`src/sv/ocs_pkg.sv`:
```
// Shared widths, register map, reset values and configuration type of the op-amp step core.
package ocs_pkg;

    localparam int GAIN_W        = 20;
    localparam int FIELD_W       = 31;
    localparam int VD_W          = 32;
    localparam int PADDR_W       = 4;
    localparam int PDATA_W       = 32;
    localparam int REG_IDX_W     = 2;
    localparam int VOLT_BITS_DEF = 32;
    localparam int CONV_TOL      = 5;

    localparam logic [REG_IDX_W-1:0] REG_GAIN       = 2'd0;
    localparam logic [REG_IDX_W-1:0] REG_USE_SUPPLY = 2'd1;
    localparam logic [REG_IDX_W-1:0] REG_RAIL_HIGH  = 2'd2;
    localparam logic [REG_IDX_W-1:0] REG_RAIL_LOW   = 2'd3;

    localparam logic [GAIN_W-1:0]  GAIN_RST      = 20'd1000;
    localparam logic [FIELD_W-1:0] RAIL_HIGH_RST = 31'd5000000;
    localparam logic [FIELD_W-1:0] RAIL_LOW_RST  = 31'd0;

    typedef struct packed {
        logic [GAIN_W-1:0]  gain;
        logic               use_supply;
        logic [FIELD_W-1:0] rail_high;
        logic [FIELD_W-1:0] rail_low;
    } cfg_t;

endpackage

```
`src/sv/ocs_regs.sv`:
```
// APB configuration registers of the op-amp step core.
module ocs_regs (
    input  logic                        clk,
    input  logic                        rst_n,
    input  logic                        psel,
    input  logic                        penable,
    input  logic                        pwrite,
    input  logic [ocs_pkg::PADDR_W-1:0] paddr,
    input  logic [ocs_pkg::PDATA_W-1:0] pwdata,
    output logic [ocs_pkg::PDATA_W-1:0] prdata,
    output logic                        pready,
    output ocs_pkg::cfg_t               cfg
);

    logic [ocs_pkg::GAIN_W-1:0]    gain_reg;
    logic                          use_supply_reg;
    logic [ocs_pkg::FIELD_W-1:0]   rail_high_reg;
    logic [ocs_pkg::FIELD_W-1:0]   rail_low_reg;
    logic [ocs_pkg::REG_IDX_W-1:0] idx;
    logic                          wr_en;

    assign idx    = paddr[ocs_pkg::PADDR_W-1:2];
    assign wr_en  = psel && penable && pwrite;
    assign pready = 1'b1;

    always_ff @(posedge clk or negedge rst_n)
    begin
        if (!rst_n)
        begin
            gain_reg       <= ocs_pkg::GAIN_RST;
            use_supply_reg <= 1'b0;
            rail_high_reg  <= ocs_pkg::RAIL_HIGH_RST;
            rail_low_reg   <= ocs_pkg::RAIL_LOW_RST;
        end
        else if (wr_en)
        begin
            unique case (idx)
                ocs_pkg::REG_GAIN:       gain_reg       <= pwdata[ocs_pkg::GAIN_W-1:0];
                ocs_pkg::REG_USE_SUPPLY: use_supply_reg <= pwdata[0];
                ocs_pkg::REG_RAIL_HIGH:  rail_high_reg  <= pwdata[ocs_pkg::FIELD_W-1:0];
                ocs_pkg::REG_RAIL_LOW:   rail_low_reg   <= pwdata[ocs_pkg::FIELD_W-1:0];
                default:                 gain_reg       <= gain_reg;
            endcase
        end
    end

    always_comb
    begin
        unique case (idx)
            ocs_pkg::REG_GAIN:       prdata = ocs_pkg::PDATA_W'(gain_reg);
            ocs_pkg::REG_USE_SUPPLY: prdata = ocs_pkg::PDATA_W'(use_supply_reg);
            ocs_pkg::REG_RAIL_HIGH:  prdata = ocs_pkg::PDATA_W'($signed(rail_high_reg));
            ocs_pkg::REG_RAIL_LOW:   prdata = ocs_pkg::PDATA_W'($signed(rail_low_reg));
            default:                 prdata = '0;
        endcase
    end

    assign cfg.gain       = gain_reg;
    assign cfg.use_supply = use_supply_reg;
    assign cfg.rail_high  = rail_high_reg;
    assign cfg.rail_low   = rail_low_reg;

endmodule

```
`src/sv/ocs_mul.sv`:
```
// Shift-and-add multiplier that retires one bit of the unsigned multiplier per cycle.
module ocs_mul #(
    parameter int A_W      = 32,
    parameter int B_W      = 20,
    parameter bit A_SIGNED = 1'b1
) (
    input  logic             clk,
    input  logic             rst_n,
    input  logic             start,
    input  logic [A_W-1:0]   a,
    input  logic [B_W-1:0]   b,
    output logic             done,
    output logic [A_W+B_W-1:0] p
);

    localparam int P_W = A_W + B_W;
    localparam int CW  = $clog2(B_W);

    logic [A_W-1:0] a_reg;
    logic [P_W-1:0] acc_reg;
    logic [P_W-1:0] acc_next;
    logic           busy_reg;
    logic [CW-1:0]  cnt_reg;
    logic [A_W-1:0] hi;
    logic [A_W:0]   addend;
    logic [A_W:0]   sum;

    // The multiplier bits sit in the low end of the accumulator and shift out as the
    // product shifts in from the top.
    assign hi       = acc_reg[P_W-1:B_W];
    assign addend   = acc_reg[0] ? {A_SIGNED & a_reg[A_W-1], a_reg} : '0;
    assign sum      = {A_SIGNED & hi[A_W-1], hi} + addend;
    assign acc_next = {sum, acc_reg[B_W-1:1]};

    always_ff @(posedge clk or negedge rst_n)
    begin
        if (!rst_n)
        begin
            busy_reg <= 1'b0;
            cnt_reg  <= '0;
        end
        else if (start)
        begin
            busy_reg <= 1'b1;
            cnt_reg  <= '0;
        end
        else if (busy_reg)
        begin
            busy_reg <= !done;
            cnt_reg  <= cnt_reg + CW'(1);
        end
    end

    always_ff @(posedge clk)
    begin
        if (start)
        begin
            a_reg   <= a;
            acc_reg <= P_W'(b);
        end
        else if (busy_reg)
        begin
            acc_reg <= acc_next;
        end
    end

    assign done = busy_reg && (cnt_reg == CW'(B_W - 1));
    assign p    = acc_reg;

endmodule

```
`src/sv/ocs_div.sv`:
```
// Restoring divider that produces one quotient bit per cycle, most significant first.
module ocs_div #(
    parameter int N_W = 53,
    parameter int D_W = 52
) (
    input  logic           clk,
    input  logic           rst_n,
    input  logic           start,
    input  logic [N_W-1:0] dividend,
    input  logic [D_W-1:0] divisor,
    output logic           done,
    output logic [N_W-1:0] quotient
);

    localparam int CW = $clog2(N_W);

    logic [N_W-1:0] q_reg;
    logic [D_W-1:0] rem_reg;
    logic [D_W-1:0] dvs_reg;
    logic           busy_reg;
    logic [CW-1:0]  cnt_reg;
    logic [D_W:0]   trial;
    logic [D_W+1:0] diff;
    logic           take;

    assign trial = {rem_reg, q_reg[N_W-1]};
    assign diff  = {1'b0, trial} - {2'b00, dvs_reg};
    assign take  = !diff[D_W+1];

    always_ff @(posedge clk or negedge rst_n)
    begin
        if (!rst_n)
        begin
            busy_reg <= 1'b0;
            cnt_reg  <= '0;
        end
        else if (start)
        begin
            busy_reg <= 1'b1;
            cnt_reg  <= '0;
        end
        else if (busy_reg)
        begin
            busy_reg <= !done;
            cnt_reg  <= cnt_reg + CW'(1);
        end
    end

    always_ff @(posedge clk)
    begin
        if (start)
        begin
            q_reg   <= dividend;
            rem_reg <= '0;
            dvs_reg <= divisor;
        end
        else if (busy_reg)
        begin
            // The remainder never reaches the divisor, so it always fits D_W bits.
            rem_reg <= take ? diff[D_W-1:0] : trial[D_W-1:0];
            q_reg   <= {q_reg[N_W-2:0], take};
        end
    end

    assign done     = busy_reg && (cnt_reg == CW'(N_W - 1));
    assign quotient = q_reg;

endmodule

```
`src/sv/opamp_convergence_step_core.sv`:
```
// Top level of the op-amp output step core: sequencer, state and serial arithmetic units.
//
//  Channel  Signals                                        Direction  Moves
//  in       in_valid/in_ready, v_plus, v_minus,            into core  one request per step
//           supply_high, supply_low
//  out      out_valid/out_ready, converged, drive_volt     out        one result per request
//  cfg      psel, penable, pwrite, paddr, pwdata, prdata   both       register access
//
// After acceptance the core forms the difference, runs both gain multiplies and clamps the
// target; it loads the held drive on convergence, else a clamped probe, direct guess or
// secant step. The gain multiply takes one gain bit at a time; the divider takes one quotient
// bit per cycle over the numerator, 53 bits for VOLT_BITS up to 52. A new request is taken
// only when the core is idle; a finished result sits in the output register, so the next
// request may be taken while it waits. Reset clears the solver state.
module opamp_convergence_step_core #(
    parameter int VOLT_BITS = ocs_pkg::VOLT_BITS_DEF
) (
    input  logic                               clk,
    input  logic                               rst_n,
    input  logic                               psel,
    input  logic                               penable,
    input  logic                               pwrite,
    input  logic [ocs_pkg::PADDR_W-1:0]        paddr,
    input  logic [ocs_pkg::PDATA_W-1:0]        pwdata,
    output logic [ocs_pkg::PDATA_W-1:0]        prdata,
    output logic                               pready,
    input  logic                               in_valid,
    output logic                               in_ready,
    input  logic signed [ocs_pkg::FIELD_W-1:0] v_plus,
    input  logic signed [ocs_pkg::FIELD_W-1:0] v_minus,
    input  logic signed [ocs_pkg::FIELD_W-1:0] supply_high,
    input  logic signed [ocs_pkg::FIELD_W-1:0] supply_low,
    output logic                               out_valid,
    input  logic                               out_ready,
    output logic                               converged,
    output logic signed [ocs_pkg::FIELD_W-1:0] drive_volt
);

    localparam int FW    = ocs_pkg::FIELD_W;
    localparam int GW    = ocs_pkg::GAIN_W;
    localparam int VDW   = ocs_pkg::VD_W;
    localparam int VW    = VOLT_BITS;
    localparam int MW    = (VW > VDW) ? VW : VDW;
    localparam int SUB_W = MW + 1;
    localparam int D_W   = MW;
    localparam int DEN_W = D_W + GW;
    localparam int TW    = VDW + GW;
    localparam int NUM_W = ((TW > VW) ? TW : VW) + 1;
    localparam int DRV_W = NUM_W + 2;
    localparam int CD_W  = MW + 1;

    localparam logic signed [MW-1:0]   VMAX    = {{(MW - VW + 1){1'b0}}, {(VW - 1){1'b1}}};
    localparam logic signed [MW-1:0]   VMIN    = ~VMAX;
    localparam logic signed [CD_W-1:0] TOL_POS = CD_W'(ocs_pkg::CONV_TOL);
    localparam logic signed [CD_W-1:0] TOL_NEG = -TOL_POS;

    localparam logic [3:0] S_IDLE  = 4'd0;
    localparam logic [3:0] S_DIFF  = 4'd1;
    localparam logic [3:0] S_MST   = 4'd2;
    localparam logic [3:0] S_MUL   = 4'd3;
    localparam logic [3:0] S_TGT   = 4'd4;
    localparam logic [3:0] S_DEC   = 4'd5;
    localparam logic [3:0] S_DIV   = 4'd6;
    localparam logic [3:0] S_QADD  = 4'd7;
    localparam logic [3:0] S_CLAMP = 4'd8;
    localparam logic [3:0] S_OUT   = 4'd9;

    ocs_pkg::cfg_t cfg;

    logic [3:0] state_reg;
    logic [3:0] state_next;

    logic                     probe_reg;
    logic signed [VW-1:0]     prev_diff_reg;
    logic signed [VW-1:0]     prev_drive_reg;
    logic                     out_valid_reg;
    logic                     converged_reg;
    logic signed [FW-1:0]     drive_out_reg;

    logic signed [VDW-1:0]    vd_reg;
    logic signed [FW-1:0]     hi_reg;
    logic signed [FW-1:0]     lo_reg;
    logic [D_W-1:0]           d_reg;
    logic                     eq_reg;
    logic signed [FW-1:0]     tgt_reg;
    logic signed [NUM_W-1:0]  num_reg;
    logic [DEN_W-1:0]         den_reg;
    logic                     conv_reg;
    logic signed [DRV_W-1:0]  pre_reg;
    logic signed [FW-1:0]     drv_reg;

    logic                     in_acc;
    logic                     out_load;
    logic                     mul_start;
    logic                     mul_v_done;
    logic                     mul_d_done;
    logic [TW-1:0]            mul_v_p;
    logic [DEN_W-1:0]         mul_d_p;
    logic signed [TW-1:0]     gv;
    logic                     div_start;
    logic                     div_done;
    logic [NUM_W-1:0]         div_q;
    logic [NUM_W-1:0]         num_mag;
    logic                     num_neg;

    logic signed [SUB_W-1:0]  diff_a;
    logic signed [SUB_W-1:0]  diff_b;
    logic signed [CD_W-1:0]   cdiff;
    logic                     near;
    logic                     conv;
    logic                     vd_pos;
    logic signed [DRV_W-1:0]  pd_drv;
    logic signed [DRV_W-1:0]  q_ext;
    logic signed [MW-1:0]     vd_e;
    logic signed [MW-1:0]     drv_e;
    logic signed [MW-1:0]     pd_e;
    logic signed [MW-1:0]     sat_vd;
    logic signed [MW-1:0]     sat_drv;

    ocs_regs u_regs (
        .clk     (clk),
        .rst_n   (rst_n),
        .psel    (psel),
        .penable (penable),
        .pwrite  (pwrite),
        .paddr   (paddr),
        .pwdata  (pwdata),
        .prdata  (prdata),
        .pready  (pready),
        .cfg     (cfg)
    );

    ocs_mul #(.A_W(VDW), .B_W(GW), .A_SIGNED(1'b1)) u_mul_v (
        .clk   (clk),
        .rst_n (rst_n),
        .start (mul_start),
        .a     (vd_reg),
        .b     (cfg.gain),
        .done  (mul_v_done),
        .p     (mul_v_p)
    );

    ocs_mul #(.A_W(D_W), .B_W(GW), .A_SIGNED(1'b0)) u_mul_d (
        .clk   (clk),
        .rst_n (rst_n),
        .start (mul_start),
        .a     (d_reg),
        .b     (cfg.gain),
        .done  (mul_d_done),
        .p     (mul_d_p)
    );

    ocs_div #(.N_W(NUM_W), .D_W(DEN_W)) u_div (
        .clk      (clk),
        .rst_n    (rst_n),
        .start    (div_start),
        .dividend (num_mag),
        .divisor  (den_reg),
        .done     (div_done),
        .quotient (div_q)
    );

    assign in_ready   = (state_reg == S_IDLE);
    assign in_acc     = in_valid && in_ready;
    assign out_load   = (state_reg == S_OUT) && (!out_valid_reg || out_ready);
    assign mul_start  = (state_reg == S_MST);
    assign gv         = mul_v_p;

    assign diff_a  = SUB_W'(prev_diff_reg) - SUB_W'(vd_reg);
    assign diff_b  = SUB_W'(vd_reg) - SUB_W'(prev_diff_reg);

    assign cdiff   = CD_W'(tgt_reg) - CD_W'(prev_drive_reg);
    assign near    = (cdiff > TOL_NEG) && (cdiff < TOL_POS);
    assign conv    = !probe_reg && (d_reg < D_W'(ocs_pkg::CONV_TOL)) && near;
    assign vd_pos  = !vd_reg[VDW-1] && (vd_reg != '0);
    assign pd_drv  = DRV_W'(prev_drive_reg);

    // The secant step divides magnitudes and puts the sign back when adding to the drive.
    assign num_neg   = num_reg[NUM_W-1];
    assign num_mag   = num_neg ? -num_reg : num_reg;
    assign div_start = (state_reg == S_DEC) && !conv && probe_reg && !eq_reg;
    assign q_ext     = DRV_W'(div_q);

    assign vd_e    = MW'(vd_reg);
    assign drv_e   = MW'(drv_reg);
    assign pd_e    = MW'(prev_drive_reg);
    assign sat_vd  = (vd_e > VMAX) ? VMAX : ((vd_e < VMIN) ? VMIN : vd_e);
    assign sat_drv = (drv_e > VMAX) ? VMAX : ((drv_e < VMIN) ? VMIN : drv_e);

    always_comb
    begin
        state_next = state_reg;
        unique case (state_reg)
            S_IDLE:  if (in_valid) state_next = S_DIFF;
            S_DIFF:  state_next = S_MST;
            S_MST:   state_next = S_MUL;
            S_MUL:   if (mul_v_done && mul_d_done) state_next = S_TGT;
            S_TGT:   state_next = S_DEC;
            S_DEC:
            begin
                if (conv)
                    state_next = S_OUT;
                else if (!probe_reg || eq_reg)
                    state_next = S_CLAMP;
                else
                    state_next = S_DIV;
            end
            S_DIV:   if (div_done) state_next = S_QADD;
            S_QADD:  state_next = S_CLAMP;
            S_CLAMP: state_next = S_OUT;
            S_OUT:   if (out_load) state_next = S_IDLE;
            default: state_next = S_IDLE;
        endcase
    end

    always_ff @(posedge clk or negedge rst_n)
    begin
        if (!rst_n)
        begin
            state_reg      <= S_IDLE;
            probe_reg      <= 1'b0;
            prev_diff_reg  <= '0;
            prev_drive_reg <= '0;
            out_valid_reg  <= 1'b0;
        end
        else
        begin
            state_reg <= state_next;
            if (out_load)
                out_valid_reg <= 1'b1;
            else if (out_ready)
                out_valid_reg <= 1'b0;
            if (out_load && !conv_reg)
            begin
                probe_reg      <= !probe_reg;
                prev_diff_reg  <= sat_vd[VW-1:0];
                prev_drive_reg <= sat_drv[VW-1:0];
            end
        end
    end

    always_ff @(posedge clk)
    begin
        if (in_acc)
        begin
            vd_reg <= VDW'(v_plus) - VDW'(v_minus);
            hi_reg <= cfg.use_supply ? supply_high : $signed(cfg.rail_high);
            lo_reg <= cfg.use_supply ? supply_low  : $signed(cfg.rail_low);
        end

        if (state_reg == S_DIFF)
        begin
            d_reg  <= diff_a[SUB_W-1] ? diff_b[D_W-1:0] : diff_a[D_W-1:0];
            eq_reg <= (diff_a == '0);
        end

        if (state_reg == S_TGT)
        begin
            if (gv > TW'(hi_reg))
                tgt_reg <= hi_reg;
            else if (gv < TW'(lo_reg))
                tgt_reg <= lo_reg;
            else
                tgt_reg <= gv[FW-1:0];
            num_reg <= NUM_W'(gv) - NUM_W'(prev_drive_reg);
            den_reg <= mul_d_p + DEN_W'(1);
        end

        if (state_reg == S_DEC)
        begin
            conv_reg <= conv;
            if (!probe_reg)
                pre_reg <= vd_pos ? (pd_drv + DRV_W'(1)) : (pd_drv - DRV_W'(1));
            else
                pre_reg <= DRV_W'(tgt_reg);
        end

        if (state_reg == S_QADD)
            pre_reg <= num_neg ? (pd_drv - q_ext) : (pd_drv + q_ext);

        if (state_reg == S_CLAMP)
        begin
            if (pre_reg >= DRV_W'(hi_reg))
                drv_reg <= hi_reg;
            else if (pre_reg <= DRV_W'(lo_reg))
                drv_reg <= lo_reg;
            else
                drv_reg <= pre_reg[FW-1:0];
        end

        if (out_load)
        begin
            converged_reg <= conv_reg;
            drive_out_reg <= conv_reg ? pd_e[FW-1:0] : sat_drv[FW-1:0];
        end
    end

    assign out_valid  = out_valid_reg;
    assign converged  = converged_reg;
    assign drive_volt = drive_out_reg;

endmodule

```
`config.mk`:
```
export PLATFORM = sky130hd
export DESIGN_NAME = opamp_convergence_step_core
export DESIGN_NICKNAME = d
export VERILOG_FILES = /design/src/sv/ocs_pkg.sv /design/src/sv/ocs_regs.sv /design/src/sv/ocs_mul.sv /design/src/sv/ocs_div.sv /design/src/sv/opamp_convergence_step_core.sv
export SDC_FILE = /design/constraint.sdc
export NUM_CORES = 2
export LEC_CHECK = 0
export BUFFER_PORTS_ARGS = -buffer_cell sky130_fd_sc_hd__buf_4
export CORE_MARGIN = 1.5
export CORE_UTILIZATION = 35
export CTS_BUF_LIST = sky130_fd_sc_hd__clkbuf_8
export DETAILED_ROUTE_END_ITERATION = 7
export SYNTH_ARGS = -nofsm -noshare
export SYNTH_HDL_FRONTEND = slang
export SYNTH_SLANG_ARGS = --single-unit
```
`constraint.sdc`:
```
create_clock -name clk -period 30.2 [get_ports clk]
set_input_delay 3.02 -clock clk [delete_from_list [all_inputs] [get_ports clk]]
set_output_delay 3.02 -clock clk [all_outputs]
set_load 0.01 [all_outputs]
```
Yosys cells after proc, flatten, opt, wreduce, memory -nomap -nowiden. Cells that the tools add are included. W data, S select, Z words.

Register bits after elaboration: 879. Bits of input ports: 167. Output and inout port bits: 67. Word-level logic and storage cells: 175.

$add $sub $neg: 17. Order comparisons: 11. Equal/unequal tests: 19. Multiplexer cells: 49. Reductions and logical operators: 42.

Operators with widths (number): $mux W55 (5); $mux W31 (7); $mux W32 (6); $mux W53 (3); $pmux W32 S4 (1); $mux W20 (4); $add A32 B54 Y55 (1); $ge A55 B31 Y1 (1); $le A55 B31 Y1 (1); $sub A32 B54 Y55 (1); $sub A53 B52 Y54 (1); $neg A53 Y53 (1); $sub A52 B32 Y53 (1); $add A52 B1 Y52 const B (1); $gt A52 B31 Y1 (1); $lt A52 B31 Y1 (1); $mux W52 (1); $pmux W4 S10 (1); $add A32 B2 Y33 const B (1); $add A32 B32 Y33 (1); $add A33 B33 Y33 (1); $gt A33 B4 Y1 const B (1); $logic_not A33 Y1 (1); $lt A33 B4 Y1 const B (1); 36 further kinds (94).

Depth between registers and ports, before layout.
Depth after elaboration: 9. Gate-level depth with buffers: 22. Gate-level depth less buffers: 21.

Cells and area by module. From an unflattened synthesis, not the netlist that was laid out.

Cells, all modules: 6401. Area, all modules: 63184.3 µm².

By module, submodules not included: opamp_convergence_step_core (times used 1, cells each 4126, area each 39176.3 µm², sequential area each 13222.7 µm²); ocs_div (times used 1, cells each 1009, area each 9784.4 µm², sequential area each 4369.2 µm²); ocs_mul (u_mul_d) (times used 1, cells each 507, area each 5148.7 µm², sequential area each 2352.3 µm²); ocs_mul (u_mul_v) (times used 1, cells each 502, area each 5137.4 µm², sequential area each 2352.3 µm²); ocs_regs (times used 1, cells each 257, area each 3937.5 µm², sequential area each 2094.5 µm²).

Least setup slack after synthesis. OpenSTA, ideal clock, no wires.

Path kind: reg-to-reg. From: reg state_reg[3]. To: reg den_reg[0] (enable). Library setup time: 0.798 ns. Data arrival time: 9.920 ns. Required time: 29.402 ns. Path slack: 19.483 ns. Cell stages (with the launch flop): 4. Clock period less this slack: 10.717 ns. Cells stage by stage: dfrtp_1 -> clkbuf_1 -> nand2b_1 -> nor3_1.

Cells in the longest elaborated chain, start to end: 1.

RTL lines: start, declared (line opamp_convergence_step_core.sv:70) `logic [3:0] state_reg;`; start signal, assigned (line opamp_convergence_step_core.sv:228) `state_reg <= state_next;`; $eq A4 B3 Y1 (line opamp_convergence_step_core.sv:257) `if (state_reg == S_TGT)`; end signal, assigned (line opamp_convergence_step_core.sv:266) `den_reg <= mul_d_p + DEN_W'(1);`; end, declared (line opamp_convergence_step_core.sv:87) `logic [DEN_W-1:0] den_reg;`.

No other way between the ends. A chain may end at the register's enable or synchronous reset.

Worst setup path after layout.
From: in paddr[2] in the netlist's numbering. To: out prdata[19] in the netlist's numbering.

Cells in the longest elaborated chain, start to end: 2. Elaborated cells between the ends (all ways): 5. Classes of those cells: 3 x eq/ne; 1 x mux; 1 x reduce/logical.

RTL lines: start, declared (line opamp_convergence_step_core.sv:23) `input logic [ocs_pkg::PADDR_W-1:0] paddr,`; $eq A2 B2 Y1 (tied with other cells) (line ocs_regs.sv:49) `unique case (idx)`; $pmux W32 S4 (*) (line ocs_regs.sv:49); end, declared (line opamp_convergence_step_core.sv:25) `output logic [ocs_pkg::PDATA_W-1:0] prdata,`.

Every way passes the cells marked *; elsewhere a longest branch is shown, timed or not.

==> results.yml <==
yosys:
  synth-edff-count: 591
  ys_ff_latch: 879
  yosysWarnings: 0
  ys.flop_type: "edfxtp_1"
  syn_area_per_cell_um2: 9.60
  syn_nets: 7348
  netlist_area_mm2: 0.0631
  synth.most_common_cell: "ha_1"
  seq_area_frac_synth_pct: 38.7
  synthArstFlopShare_pct: 19.6
  synth_area_leaders: "edfxtp_1 28%, ha_1 12%, dfrtp_1 6.3%, mux2i_1 3.9%, a21oi_1 3.8%"
  ys_types: 93
  synthTopCellsByCount: "599 x ha_1, 591 x edfxtp_1, 552 x nand2_1"
  yosys.area.top_type_share_pct: 28.1
  synth_top_area_cell: "edfxtp_1"
  synth_cells: 6572
final_layout:
  area_delta_synth_final_pct: 12.2
  fin_nets: 7553
  stdcell_area_mm2: 0.0708
  drive_gt1_share_pct: 11.8
  largest_reg_flops: 55
cts:
  insertion_delay_ns: 0.93
  ctsRootBufferMaster: "clkbuf_8"
  path_clk_slew_ns: 0.06
  numClockSinks: 879
  cts_resized: 0
  postCtsSetupBuffers: 0
  cts-buffers-inserted: 157
  cts_buffer_depth: 3
  cts_htree_levels: 4
  cts_hold_buf: 0
  cts_tree: "done"
sta:
  hold_ws_ns: 0.416
  fmaxAchievable_mhz: 129
  rsz0062_at_grt: "false"
  skew_ns: 0.0660
  maxSlewViolCount: 1
  worstMarginPinSlew_ns: 1.49
  final_hold_viol_count: 0
  layout_min_cycle_time_ns: 7.73
  fin_crit_sh_pct: 25.6
  slew_headroom_pct: -0.282
  finalSetupViolations: 0
  fin_setup_tns_ns: 0
placed_design:
  gp_congestion: 0.986
  port_buffers: 229
  placed_area_mm2: 0.0674
  place_hpwl_mm: 157
floorplanning:
  dieArea_mm2: 0.183
  core_mm2: 0.179
  rows: 155
  die_h_um: 428
  die_x_um: 428
  num_io_pins: 234
  initial_utilization_pct: 35.3
status:
  status: "finished, violations left"
  failed_checks: "capacitance limit, slew limit"
drt:
  wirelength_mm: 200
  wl_per_cell_um: 21.6
  drc: 0
  ant_nets: 0
  vias: 51300
  drt-initial-drc-count: 4820
  drt-pass1-iter-count: 6
  vias_per_cell: 5.54
worst_setup_path:
  endpoint_kind: "output port"
  cp_data_required_time_ns: 27.18
  crit_type: "primary input to output port"
  worst_ep_arrival_time_ns: 4.71
  start_kind: "primary input"
  crit_fanout: 36
power:
  cellLeakagePower_nw: 31.0
  vdd_drop_max_mv: 0.0677
  power.density_mw_per_mm2: 62.5
global_route:
  antenna_found_initial: 14
  overflow: 0
  grt_util_all_layers_pct: 21.4
  grt_pass1_wl_mm: 297
  grt_max_degree: 104
  grt_pass1_vias: 48000
hold_path:
  hold_class: "flip-flop to flip-flop"
run:
  cap_violations: 1
[kinds of logic (layout without fill, tap and decap cells)]
group                      count (synthesis)  after routing  share of synthesized area, %
buffers and inverters                    627            964                          3.76
xor gates and xnor gates                 440            440                          6.11
muxes                                    448            448                          7.52
DFF                                      879            879                          38.7
other                                      1              9                       0.00595
AOI/OAI and AO/OA                       1727           1727                          17.4
adders and majority gates                609            609                          12.2
and+or+nand+nor                         1841           1841                          14.3
[critical path, cell delays in order]
cell	delay, ns
buf_4	0.30
nor2_2	0.86
a22o_1	0.35
buf_4	0.15
[per-layer routing]
layer | part of all wire, % | wire, um | global-route usage (%)
met1 | 47 | 94000 | 30.8
met2 | 41 | 82500 | 30.9
met3 | 9.2 | 18500 | 5.87
met4 | 2.6 | 5310 | 6.45
met5 | 0.050 | 100 | 0
[path summary, 6_finish.rpt]
path | slack [ns] | endpoint | cells past startpoint | start
worst min register to register | 0.42 | u_div.dvs_reg[15] | 0 | den_reg[15]
worst min-delay path | 0.42 | u_div.dvs_reg[15] | 0 | den_reg[15]
max in group asynchronous | 26.64 | u_mul_d.busy_reg | 2 | rst_n
worst max-delay path | 22.47 | prdata[19] | 4 | paddr[2]
min in group asynchronous | 2.13 | u_regs.rail_low_reg[8] | 1 | rst_n
worst max register to register | 24.21 | drv_reg[1] | 14 | lo_reg[30]
[report_power, final]
part	switching, W	internal, W
sequential	0.000174	0.00149
clock	0.000555	0.000657
combinational	0.000924	0.000630
[placed cells by master (no fill, tap or decap), types with 248 or more instances in the layout]
master,netlist,final
nand2_1,552,550
a21o_1,271,271
a21oi_1,474,474
edfxtp_1,591,591
inv_1,391,421
xnor2_1,268,268
mux2i_1,248,248
ha_1,599,599
o21ai_0,405,403
nor2_1,424,423
buf_4,2,279
[metrics by stage]
stage / std cells / setup WS [ns] / util, % / power, W
after detailed placement: 8973 / 22.47 / 37.7 / 0.00319
after global routing: 9265 / 22.40 / 39.6 / 0.00463
after global placement: 8973 / 22.47 / 37.7 / 0.00316
final: 9272 / 22.47 / 39.6 / 0.00442
after floorplan: 6572 / 19.48 / - / 0.00266
after CTS: 9264 / 22.47 / 39.6 / 0.00441
[layout make-up]
type | count | area, um2
inverter | 393 | 1480
multi-input combinational | 5066 | 36400
sequential | 879 | 24400
fill | 17800 | 108000
clock inverter | 119 | 1010
tap | 2355 | 2950
antenna | 8 | 20.0
timing repair buffer | 280 | 2110
clock buffer | 172 | 2370
No activity file was read; power rests on OpenSTA's default activity.
